## src/rtl/core/tp4a_pkg.sv

```systemverilog
package tp4a_pkg;

  localparam int MAX_EXTENT = 64;
  localparam int WORD_BITS  = 32;

  localparam int POS_BITS   = (MAX_EXTENT > 1) ? $clog2(MAX_EXTENT) : 1;
  localparam int EXT_BITS   = 7;
  localparam int PERM_BITS  = 2;
  localparam int ADDR_BITS  = 24;
  localparam int S2_BITS    = EXT_BITS;
  localparam int S1_BITS    = 2 * EXT_BITS;
  localparam int S0_BITS    = 3 * EXT_BITS;
  localparam int CFG_INDEX_BITS = 4;
  localparam int CFG_DATA_BITS  = EXT_BITS;

  typedef enum logic [CFG_INDEX_BITS-1:0] {
    REG_EXTENT_A = 4'd0,
    REG_EXTENT_B = 4'd1,
    REG_EXTENT_C = 4'd2,
    REG_EXTENT_D = 4'd3,
    REG_PERM_A   = 4'd4,
    REG_PERM_B   = 4'd5,
    REG_PERM_C   = 4'd6,
    REG_PERM_D   = 4'd7
  } cfg_index_t;

  typedef logic [EXT_BITS-1:0] extent_t;
  typedef logic [PERM_BITS-1:0] perm_t;
  typedef logic [POS_BITS-1:0] pos_t;

  // An extent of zero acts as one; anything above the maximum is clamped.
  function automatic extent_t eff_extent(input extent_t e);
    extent_t r;
    r = e;
    if (e == '0) begin
      r = EXT_BITS'(1);
    end else if (32'(e) > MAX_EXTENT) begin
      r = EXT_BITS'(MAX_EXTENT);
    end
    return r;
  endfunction

  function automatic extent_t pick_extent(input extent_t a, input extent_t b,
                                          input extent_t c, input extent_t d,
                                          input perm_t sel);
    extent_t r;
    case (sel)
      2'd0:    r = a;
      2'd1:    r = b;
      2'd2:    r = c;
      default: r = d;
    endcase
    return r;
  endfunction

  function automatic pos_t pick_pos(input pos_t a, input pos_t b, input pos_t c,
                                    input pos_t d, input perm_t sel);
    pos_t r;
    case (sel)
      2'd0:    r = a;
      2'd1:    r = b;
      2'd2:    r = c;
      default: r = d;
    endcase
    return r;
  endfunction

endpackage

```

## src/rtl/core/tp4a_if.sv

```systemverilog
interface tp4a_elem_if;
  logic                           valid;
  logic                           ready;
  logic [tp4a_pkg::WORD_BITS-1:0] element_word;

  modport source (output valid, output element_word, input ready);
  modport sink (input valid, input element_word, output ready);
endinterface

interface tp4a_result_if;
  logic                           valid;
  logic                           ready;
  logic [tp4a_pkg::ADDR_BITS-1:0] target_address;
  logic [tp4a_pkg::WORD_BITS-1:0] moved_word;
  logic                           tensor_done;

  modport source (output valid, output target_address, output moved_word,
                  output tensor_done, input ready);
  modport sink (input valid, input target_address, input moved_word,
                input tensor_done, output ready);
endinterface

interface tp4a_cfg_if;
  logic                                valid;
  logic                                ready;
  logic [tp4a_pkg::CFG_INDEX_BITS-1:0] index;
  logic [tp4a_pkg::CFG_DATA_BITS-1:0]  data;

  modport source (output valid, output index, output data, input ready);
  modport sink (input valid, input index, input data, output ready);
endinterface

```

## src/rtl/core/tensor_permute_4d_address_top.sv

```systemverilog
// Streaming 4-D transpose address generator. Each element beat of a row-major
// input tensor (dimension a slowest, d fastest) yields one result beat with the
// data word unchanged, its index in the axis-permuted output tensor, and a flag
// on the tensor's last element, after which the position counters wrap. Steady
// throughput is one element per cycle while results are taken and no stride
// rebuild is pending; an element passes a product register, then a result
// register. A two-stage multiplier chain rebuilds the strides after each
// write; input waits for it. Configuration writes are always accepted and must
// only happen while no element is in flight; the permutation is not checked.
module tensor_permute_4d_address_top (
  input  logic                 clk,
  input  logic                 rst,
  tp4a_cfg_if.sink             cfg,
  tp4a_elem_if.sink            element,
  tp4a_result_if.source        result
);

  tp4a_pkg::extent_t extent_a, extent_b, extent_c, extent_d;
  tp4a_pkg::perm_t   perm_a, perm_b, perm_c, perm_d;
  tp4a_pkg::pos_t    pos_a, pos_b, pos_c, pos_d;

  logic [tp4a_pkg::S2_BITS-1:0] stride2;
  logic [tp4a_pkg::S1_BITS-1:0] stride1;
  logic [tp4a_pkg::S0_BITS-1:0] stride0;
  logic [1:0]                   stale;

  tp4a_pkg::extent_t eff_a, eff_b, eff_c, eff_d;
  tp4a_pkg::extent_t eff_p1, eff_p2, eff_p3;
  logic last_a, last_b, last_c, last_d, done_now;
  logic accept, p_adv, out_adv;

  // product stage
  logic                           p_valid;
  logic [tp4a_pkg::ADDR_BITS-1:0] prod0, prod1, prod2;
  tp4a_pkg::pos_t                 pos_fast;
  logic [tp4a_pkg::WORD_BITS-1:0] p_word;
  logic                           p_done;

  // result register
  logic                           r_valid;
  logic [tp4a_pkg::ADDR_BITS-1:0] r_addr;
  logic [tp4a_pkg::WORD_BITS-1:0] r_word;
  logic                           r_done;

  assign cfg.ready = 1'b1;

  always_ff @(posedge clk) begin
    if (rst) begin
      extent_a <= tp4a_pkg::EXT_BITS'(1);
      extent_b <= tp4a_pkg::EXT_BITS'(1);
      extent_c <= tp4a_pkg::EXT_BITS'(1);
      extent_d <= tp4a_pkg::EXT_BITS'(1);
      perm_a   <= 2'd0;
      perm_b   <= 2'd1;
      perm_c   <= 2'd2;
      perm_d   <= 2'd3;
    end else if (cfg.valid) begin
      case (tp4a_pkg::cfg_index_t'(cfg.index))
        tp4a_pkg::REG_EXTENT_A: extent_a <= cfg.data;
        tp4a_pkg::REG_EXTENT_B: extent_b <= cfg.data;
        tp4a_pkg::REG_EXTENT_C: extent_c <= cfg.data;
        tp4a_pkg::REG_EXTENT_D: extent_d <= cfg.data;
        tp4a_pkg::REG_PERM_A:   perm_a   <= cfg.data[tp4a_pkg::PERM_BITS-1:0];
        tp4a_pkg::REG_PERM_B:   perm_b   <= cfg.data[tp4a_pkg::PERM_BITS-1:0];
        tp4a_pkg::REG_PERM_C:   perm_c   <= cfg.data[tp4a_pkg::PERM_BITS-1:0];
        tp4a_pkg::REG_PERM_D:   perm_d   <= cfg.data[tp4a_pkg::PERM_BITS-1:0];
        default: ;
      endcase
    end
  end

  assign eff_a = tp4a_pkg::eff_extent(extent_a);
  assign eff_b = tp4a_pkg::eff_extent(extent_b);
  assign eff_c = tp4a_pkg::eff_extent(extent_c);
  assign eff_d = tp4a_pkg::eff_extent(extent_d);

  assign eff_p1 = tp4a_pkg::pick_extent(eff_a, eff_b, eff_c, eff_d, perm_b);
  assign eff_p2 = tp4a_pkg::pick_extent(eff_a, eff_b, eff_c, eff_d, perm_c);
  assign eff_p3 = tp4a_pkg::pick_extent(eff_a, eff_b, eff_c, eff_d, perm_d);

  // Stride chain (stride1, then stride0) settles after the last write; input is held until then.
  always_ff @(posedge clk) begin
    if (rst) begin
      stride2 <= tp4a_pkg::S2_BITS'(1);
      stride1 <= tp4a_pkg::S1_BITS'(1);
      stride0 <= tp4a_pkg::S0_BITS'(1);
      stale   <= 2'd0;
    end else begin
      stride2 <= eff_p3;
      stride1 <= tp4a_pkg::S1_BITS'(eff_p2) * tp4a_pkg::S1_BITS'(eff_p3);
      stride0 <= tp4a_pkg::S0_BITS'(eff_p1) * tp4a_pkg::S0_BITS'(stride1);
      if (cfg.valid) begin
        stale <= 2'd2;
      end else if (stale != 2'd0) begin
        stale <= stale - 2'd1;
      end
    end
  end

  assign last_a = (32'(pos_a) + 1) >= 32'(eff_a);
  assign last_b = (32'(pos_b) + 1) >= 32'(eff_b);
  assign last_c = (32'(pos_c) + 1) >= 32'(eff_c);
  assign last_d = (32'(pos_d) + 1) >= 32'(eff_d);
  assign done_now = last_a && last_b && last_c && last_d;

  assign out_adv = !r_valid || result.ready;
  assign p_adv   = !p_valid || out_adv;
  assign element.ready = p_adv && (stale == 2'd0);
  assign accept  = element.valid && element.ready;

  // Advance position counters, dimension d fastest.
  always_ff @(posedge clk) begin
    if (rst) begin
      pos_a <= '0;
      pos_b <= '0;
      pos_c <= '0;
      pos_d <= '0;
    end else if (accept) begin
      pos_d <= last_d ? '0 : pos_d + tp4a_pkg::POS_BITS'(1);
      if (last_d) begin
        pos_c <= last_c ? '0 : pos_c + tp4a_pkg::POS_BITS'(1);
      end
      if (last_d && last_c) begin
        pos_b <= last_b ? '0 : pos_b + tp4a_pkg::POS_BITS'(1);
      end
      if (last_d && last_c && last_b) begin
        pos_a <= last_a ? '0 : pos_a + tp4a_pkg::POS_BITS'(1);
      end
    end
  end

  always_ff @(posedge clk) begin
    if (rst) begin
      p_valid <= 1'b0;
    end else if (p_adv) begin
      p_valid <= accept;
    end
    if (accept) begin
      prod0 <= tp4a_pkg::ADDR_BITS'(tp4a_pkg::pick_pos(pos_a, pos_b, pos_c, pos_d, perm_a))
               * tp4a_pkg::ADDR_BITS'(stride0);
      prod1 <= tp4a_pkg::ADDR_BITS'(tp4a_pkg::pick_pos(pos_a, pos_b, pos_c, pos_d, perm_b))
               * tp4a_pkg::ADDR_BITS'(stride1);
      prod2 <= tp4a_pkg::ADDR_BITS'(tp4a_pkg::pick_pos(pos_a, pos_b, pos_c, pos_d, perm_c))
               * tp4a_pkg::ADDR_BITS'(stride2);
      pos_fast <= tp4a_pkg::pick_pos(pos_a, pos_b, pos_c, pos_d, perm_d);
      p_word   <= element.element_word;
      p_done   <= done_now;
    end
  end

  always_ff @(posedge clk) begin
    if (rst) begin
      r_valid <= 1'b0;
    end else if (out_adv) begin
      r_valid <= p_valid;
    end
    if (out_adv && p_valid) begin
      r_addr <= prod0 + prod1 + prod2 + tp4a_pkg::ADDR_BITS'(pos_fast);
      r_word <= p_word;
      r_done <= p_done;
    end
  end

  assign result.valid          = r_valid;
  assign result.target_address = r_addr;
  assign result.moved_word     = r_word;
  assign result.tensor_done    = r_done;

endmodule

```

## src/flat_wrapper.sv

```systemverilog
// flat-port wrapper written by rule: the top's interface ports become plain ports
module tensor_permute_4d_address_top_flat 
  (clk, rst, cfg_valid, cfg_index, cfg_data, cfg_ready, element_valid, element_element_word, element_ready, result_valid, result_target_address, result_moved_word, result_tensor_done, result_ready);
  tp4a_cfg_if cfg_i ();
  tp4a_elem_if element_i ();
  tp4a_result_if result_i ();
  input  logic clk;
  input  logic rst;
  input wire logic [$bits(cfg_i.valid)-1:0] cfg_valid;
  input wire logic [$bits(cfg_i.index)-1:0] cfg_index;
  input wire logic [$bits(cfg_i.data)-1:0] cfg_data;
  output wire logic [$bits(cfg_i.ready)-1:0] cfg_ready;
  input wire logic [$bits(element_i.valid)-1:0] element_valid;
  input wire logic [$bits(element_i.element_word)-1:0] element_element_word;
  output wire logic [$bits(element_i.ready)-1:0] element_ready;
  output wire logic [$bits(result_i.valid)-1:0] result_valid;
  output wire logic [$bits(result_i.target_address)-1:0] result_target_address;
  output wire logic [$bits(result_i.moved_word)-1:0] result_moved_word;
  output wire logic [$bits(result_i.tensor_done)-1:0] result_tensor_done;
  input wire logic [$bits(result_i.ready)-1:0] result_ready;
  assign cfg_i.valid = cfg_valid;
  assign cfg_i.index = cfg_index;
  assign cfg_i.data = cfg_data;
  assign cfg_ready = cfg_i.ready;
  assign element_i.valid = element_valid;
  assign element_i.element_word = element_element_word;
  assign element_ready = element_i.ready;
  assign result_valid = result_i.valid;
  assign result_target_address = result_i.target_address;
  assign result_moved_word = result_i.moved_word;
  assign result_tensor_done = result_i.tensor_done;
  assign result_i.ready = result_ready;
  tensor_permute_4d_address_top u_core (.clk(clk), .rst(rst), .cfg(cfg_i), .element(element_i), .result(result_i));
endmodule
```

## config.mk

```make
export PLATFORM = sky130hd
export DESIGN_NAME = tensor_permute_4d_address_top_flat
export DESIGN_NICKNAME = d
export VERILOG_FILES = /design/src/rtl/core/tp4a_pkg.sv /design/src/rtl/core/tp4a_if.sv /design/src/rtl/core/tensor_permute_4d_address_top.sv /design/src/flat_wrapper.sv
export SDC_FILE = /design/constraint.sdc
export NUM_CORES = 1
export LEC_CHECK = 0
export BUFFER_PORTS_ARGS = -buffer_cell sky130_fd_sc_hd__buf_4
export CAP_MARGIN = 20
export CORE_ASPECT_RATIO = 2
export CORE_UTILIZATION = 50
export CTS_CLUSTER_SIZE = 20
export DETAILED_ROUTE_END_ITERATION = 8
export HOLD_SLACK_MARGIN = 0.05
export PLACE_DENSITY = 0.79
export RECOVER_POWER = 50
export SYNTH_ARGS = -nofsm -noshare
export SYNTH_HDL_FRONTEND = slang
export SYNTH_SLANG_ARGS = --single-unit
```

## constraint.sdc

```tcl
create_clock -name clk -period 5.6 [get_ports clk]
set_clock_uncertainty 0.05 [all_clocks]
set_input_delay 0.84 -clock clk [delete_from_list [all_inputs] [get_ports clk]]
set_output_delay 0.84 -clock clk [all_outputs]
set_load 0.02 [all_outputs]
```

# Word-level counts from Yosys, hierarchy flattened
# Index checks and enable logic that the tools add are counted.
dict set report totals {
  reg_bits 259
  latchBits 0
  ramBits 0
  inputBits 48
  rom_bits 0
  memories 0
  word_cells 128
}
dict set report op_classes {
  div 0
  order_cmp 8
  bitwise_logic 0
  eq_ne 15
  shift 0
  n_mul 5
  n_reduce_logical 36
  addsub 12
  n_mux 24
}
# op count
set ops {}
lappend ops {{$ge 32x7->1} 4}
lappend ops {{$pmux 6 s3} 4}
lappend ops {{$pmux 7 s3} 3}
lappend ops {{$mux 7} 8}
lappend ops {{$mux 6} 7}
lappend ops {{$add 6x1->7 const B} 4}
lappend ops {{$gt 7x7->1 const B} 4}
lappend ops {{$logic_not 7->1} 4}
lappend ops {{$add 24x13->24} 1}
lappend ops {{$add 24x20->24} 1}
lappend ops {{$add 24x6->24} 1}
lappend ops {{$add 6x1->6 const B} 4}
lappend ops {{$mul 6x21->24} 1}
lappend ops {{$reduce_and 2->1} 11}
lappend ops {{$mul 7x14->21} 1}
lappend ops {{$mul 6x14->20} 1}
lappend ops {{$eq 4x3->1 const B} 4}
lappend ops {{$mul 7x7->14} 1}
lappend ops {{$mul 6x7->13} 1}
lappend ops {{$logic_not 2->1} 5}
lappend ops {{$eq 2x1->1 const B} 4}
lappend ops {{$eq 2x2->1 const B} 4}
lappend ops {{$eq 4x2->1 const B} 2}
lappend ops {{$logic_and 1x1->1} 8}
lappend ops {{other kinds (8)} 12}

# Logic depth before layout (Yosys ltp)
dict set report logic_depth {
  word_depth 7
  ltp_mapped 23
}

# Worst setup path before layout
# OpenSTA, ideal clock, no wires.
dict set report synth_path {
  path_kind {input to register}
  from {input port result_ready}
  to {register u_core.pos_a[2]}
  arrival_time_ns 5.927
  slack_ns -0.494
  cell_stages 7
  required_time_ns 5.432
  n_path_buf 1
  setup_time_ns 0.118
  path_cell_list {nor2b_1 -> a211oi_1 -> nand2_1 -> inv_1 -> clkbuf_1 -> a41oi_1 -> a21o_1}
}
dict set report synth_between {
  elab_chain_cells 5
}
# element line_no
set synth_lines {}
lappend synth_lines {{start: declaration} flat_wrapper.sv:20} ;# input wire logic [$bits(result_i.ready)-1:0] result_ready;
lappend synth_lines {{$logic_or 1x1->1} tensor_permute_4d_address_top.sv:106} ;# assign out_adv = !r_valid || result.ready;
lappend synth_lines {{$logic_or 1x1->1} tensor_permute_4d_address_top.sv:107} ;# assign p_adv = !p_valid || out_adv;
lappend synth_lines {{$logic_and 1x1->1} tensor_permute_4d_address_top.sv:108} ;# assign element.ready = p_adv && (stale == 2'd0);
lappend synth_lines {{net element_ready} flat_wrapper.sv:15} ;# output wire logic [$bits(element_i.ready)-1:0] element_ready;
lappend synth_lines {{$logic_and 1x1->1} tensor_permute_4d_address_top.sv:109} ;# assign accept = element.valid && element.ready;
lappend synth_lines {{net u_core.accept} tensor_permute_4d_address_top.sv:30} ;# logic accept, p_adv, out_adv;
lappend synth_lines {{$reduce_and 2->1 (no source line)} -}
lappend synth_lines {{end signal: assignment} tensor_permute_4d_address_top.sv:127} ;# pos_a <= last_a ? '0 : pos_a + tp4a_pkg::POS_BITS'(1);
lappend synth_lines {{end: declaration} tensor_permute_4d_address_top.sv:20} ;# tp4a_pkg::pos_t pos_a, pos_b, pos_c, pos_d;
# The timed path passes the listed nets, and every way through them passes these cells.
# A chain may end at the register's enable or synchronous reset.

# Final worst setup path
dict set report layout_path {
  from {register u_core.perm_a[1]}
  to {register u_core.prod0[23] (netlist bit) (data pin)}
}
dict set report layout_between {
  elab_chain_cells 4
  word_cells_on_any_way 6
  classes_between {mul (1); eq/ne (2); mux (2); reduce/logical (1)}
}
# element line_no
set layout_lines {}
lappend layout_lines {{start: declaration} tensor_permute_4d_address_top.sv:19} ;# tp4a_pkg::perm_t perm_a, perm_b, perm_c, perm_d;
lappend layout_lines {{start signal: assignment} tensor_permute_4d_address_top.sv:63} ;# tp4a_pkg::REG_PERM_A: perm_a <= cfg.data[tp4a_pkg::PERM_BITS-1:0];
lappend layout_lines {{$eq 2x2->1, or another cell as far along} tp4a_pkg.sv:59} ;# case (sel)
lappend layout_lines {{$pmux 6 s3 (*)} tp4a_pkg.sv:59}
lappend layout_lines {{$mux 6 (*)} tensor_permute_4d_address_top.sv:138} ;# if (accept) begin
lappend layout_lines {{$mul 6x21->24 (*)} tensor_permute_4d_address_top.sv:140} ;# * tp4a_pkg::ADDR_BITS'(stride0);
lappend layout_lines {{end signal: assignment} tensor_permute_4d_address_top.sv:139} ;# prod0 <= tp4a_pkg::ADDR_BITS'(tp4a_pkg::pick_pos(pos_a, pos_b, pos_c, pos_d, perm_a))
lappend layout_lines {{end: declaration} tensor_permute_4d_address_top.sv:34} ;# logic [tp4a_pkg::ADDR_BITS-1:0] prod0, prod1, prod2;
# Mark *: on every way between the ends. The rest lies on a longest branch, timed or not. The select of a mux whose other input is x is not followed.

==> summary.md <==
| Metric | Value |
|---|---|
| Commonest non-fill, non-tap cells in the layout | nand2_1 (303), inv_1 (295), fa_1 (246) |
| Cell repeated most along the worst path | fa_1 |
| IO Count | approximately 110 |
| Crit path depth | 18 |
| Nets | approximately 3000 |
| Sequential Power Share | 48.3% |
| Detailed Place HPWL | between 40000 and 50000 µm |
| GPL Wtd Cong | about 0.95 |
| Lkg Pwr | 12.4 nW |
| Final setup viols | 0 |
| Comb power frac | 12.5% |
| Clock power frac | about two fifths |
| Total track usage | approximately 24% |
| H-tree levels | 1 |
| Power density cells | 171 nW/µm² |
| Period utilisation layout | 97.0% |
| Crit-path slowest cell | mux4_2 |
| P_int | 0.00328 W |
| DR pass1 iterations | 5 |
| CTS root buf | clkbuf_16 |
| Yosys cell types | 66 |
| Clock tree buffer depth | 3 |
| TritonCTS clock tree | yes |
| Slew Viols, Final | approximately 110 |
| YS warnings | 0 |
| Die H | roughly 310 µm |
| Worst-skew pair later-pin latency | ~0.57 ns |
| Syn_area_per_cell | 10.2 µm² |
| Register bit count reported by yosys | roughly 260 |
| Critical path arrival | between 5 and 6 ns |
| Crit path buf inv count | 3 |
| Normalized max-slew margin | -102% |
| Largest net degree at the start of global routing | 65 |
| Peak Freq | 184 MHz |
| TNS Setup | 0 ns |
| Total number of vias | 16944 |
| First-pass GRT wire length | roughly 90000 µm |
| Actual slew at the worst max-slew pin | around 3.0 ns |
| Die ar. | between 40000 and 50000 µm² |
| HP Class | flop to flop |
| Detail Route Antenna Nets | 0 |
| Routed WL | 55900 µm |
| Ant diodes | 0 |
| CTS buffer count | 25 |
| CORE AREA | 45800 µm² |
| Fin Hold WS | 0.369 ns |
| # hold bufs at CTS | 0 |
| Synthesized instance count | 2281 |
| Vias per std cell | 5.60 |
| DRC violations left | 0 |
| Sw Pwr | 0.00119 W |
| Die W | around 150 µm |
| Vias in the first global route | 18433 |
| Crit path max-delay family | adder cells |
| Crit end category | flop |
| Commonest non-fill, non-tap cell in the layout | nand2_1 |
| Worst path required time | 5.86 ns |
| Status | complete, but fails checks |
| Fraction of layout cells with a size suffix above 1 | about an eighth |
| Worst hold path cell count | 0 |
| Final min period | 5.43 ns |
| DRT iter0 DRCs | 723 |
| Row cnt | 111 |
| Wirelength per Cell | 18.5 µm |
| Initial antenna violation count | 0 |
| Placed cell areas | 25200 µm² |
| Post-synth EDFFs | 153 |
| Post-synth top flop | edfxtp_1 |
| CP max FO | 5 |
| CP startpoint kind | flop |
| Max Cap Viol | 2 |
| Area grow syn2layout | 12.3% |
| Syn_nets | 2799 |
| Final core utilization | 57.0% |
| Worst r2r path cells | 18 |
| Final instance area | between 20000 and 30000 µm² |
| Largest stage delay, worst path | 0.54 ns |
| Mapped Area | 23300 µm² |
| CTS Sinks | 259 |
| Gr ovfl total | 0 |
| Initial Util | 50.8% |
| Failing checks | max-capacitance violations, max-slew violations |
| Crit path cell chain | buf_6 > mux4_2 > and2_1 > fa_1 > inv_1 > fa_1 > fa_1 > inv_1 > ha_4 > a211oi_2 > o21ai_2 > a31oi_2 > nor2_1 > o31ai_2 > o22ai_2 > or4_4 > a311oi_2 > xnor2_1 |
| Asr flop ratio synth | 0% |
| Peak VDD IR | roughly 210 µV |
| Net Sw Frac | 26.6% |
| Sequential fraction of the synthesis area | 28.9% |
| PortBufs | 106 |
| Clk slew on worst S/H paths | 0.07 ns |
| Final hold violations | 0 |
| Worst Path Class, Setup | flop to flop |
-- registers in the layout, summed over array words and instances, names as in the netlist, 7 cells and up --
name / cells
u_core.extent_a: 7
u_core.extent_b: 7
u_core.extent_c: 7
u_core.extent_d: 7
u_core.p_word: 32
u_core.prod0: 24
u_core.prod1: 20
u_core.prod2: 13
u_core.result.moved_word: 32
u_core.result.target_address: 24
u_core.stride0: 21
u_core.stride1: 14
u_core.stride2: 7
-- routing by layer --
layer	GRT usage [%]	vias to the layer above	wire length (µm)
met5	0	-	0
met4	15.7	0	4170
met3	2.09	210	1980
met2	48.9	495	31600
met1	22.1	8397	18200
li1	-	7842	-
-- logic make-up (layout without fill, tap and decap cells) --
kind of cell / Yosys count / in the layout / synth area share [%]
adder cells (fa/ha/maj): 470 / 470 / 33.2
AND/OR/NAND/NOR: 723 / 723 / 14.7
buffers and inverters: 381 / 558 / 6.17
XOR/XNOR: 100 / 100 / 3.76
other: 1 / 1 / 0.0161
flip-flops: 259 / 259 / 28.9
multiplexers: 71 / 72 / 5.47
AO/OA/AOI/OAI: 276 / 276 / 7.71
-- power groups by stage --
stage          logic (W)  clock network, W  registers, W
2_1_floorplan   0.000344                 0       0.00223
4_1_cts         0.000576           0.00178       0.00216
5_1_grt         0.000610           0.00185       0.00216
6_report        0.000556           0.00175       0.00216
3_3_place_gp    0.000548                 0       0.00220
3_5_place_dp    0.000571                 0       0.00220
-- synthesized netlist by cell type (7+ instances only) --
cell type	instances	area share [%]
dfxtp_1	106	9.1
xnor2_1	70	2.6
xor2_1	30	1.1
mux4_2	45	4.4
mux2i_1	26	1.1
inv_1	296	4.8
a211o_1	8	0.30
o211ai_1	8	0.26
o21a_1	15	0.48
and2_1	138	3.7
o21bai_1	19	0.61
and3_1	13	0.35
nand2b_1	19	0.51
a21o_1	36	1.2
nand3_1	19	0.41
nor2b_1	48	1.3
o21ai_0	34	0.73
a21oi_1	98	2.1
edfxtp_1	153	20
clkbuf_1	78	1.3
nor3_1	11	0.24
fa_1	247	21
a31oi_1	12	0.32
nand2_1	303	4.9
ha_1	223	12
nand3b_1	7	0.23
nor2_1	134	2.2
-- through the flow --
stage	total power (W)	setup slack [ns]	cells
floorplan	0.00257	0.0703	2281
global route	0.00463	-0.0467	3024
finish	0.00447	0.167	3024
detailed placement	0.00277	-0.155	2969
global placement	0.00275	-0.0467	2969
CTS	0.00452	0.00158	3014
-- final timing paths --
check / start / endpoint / slack (ns)
setup reg to reg: u_core.perm_a[1]$_SDFFE_PP0P_ / u_core.prod0[23]$_DFFE_PP_ / 0.17
hold / removal: u_core.p_word[19]$_DFFE_PP_ / u_core.result.moved_word[19]$_DFFE_PP_ / 0.37
setup / recovery: u_core.perm_a[1]$_SDFFE_PP0P_ / u_core.prod0[23]$_DFFE_PP_ / 0.17
hold reg to reg: u_core.p_word[19]$_DFFE_PP_ / u_core.result.moved_word[19]$_DFFE_PP_ / 0.37
-- timing repair --
action / 4_1_cts / 5_1_grt
setup endpoints to repair: 2 / 11
resized for setup: 4 / 39
buffers inserted: 0 / 9
pin swaps: 0 / 11
gates cloned: 0 / 1
-- layout make-up --
type / count / area [µm²]
fill: 3848 / 19700
inverter: 296 / 1110
tap: 565 / 707
multi-input combinational: 1642 / 15300
timing repair buffer: 217 / 1460
clock inverter: 20 / 211
sequential: 259 / 6730
clock buffer: 25 / 626
No activity file was read; power rests on OpenSTA's default activity.
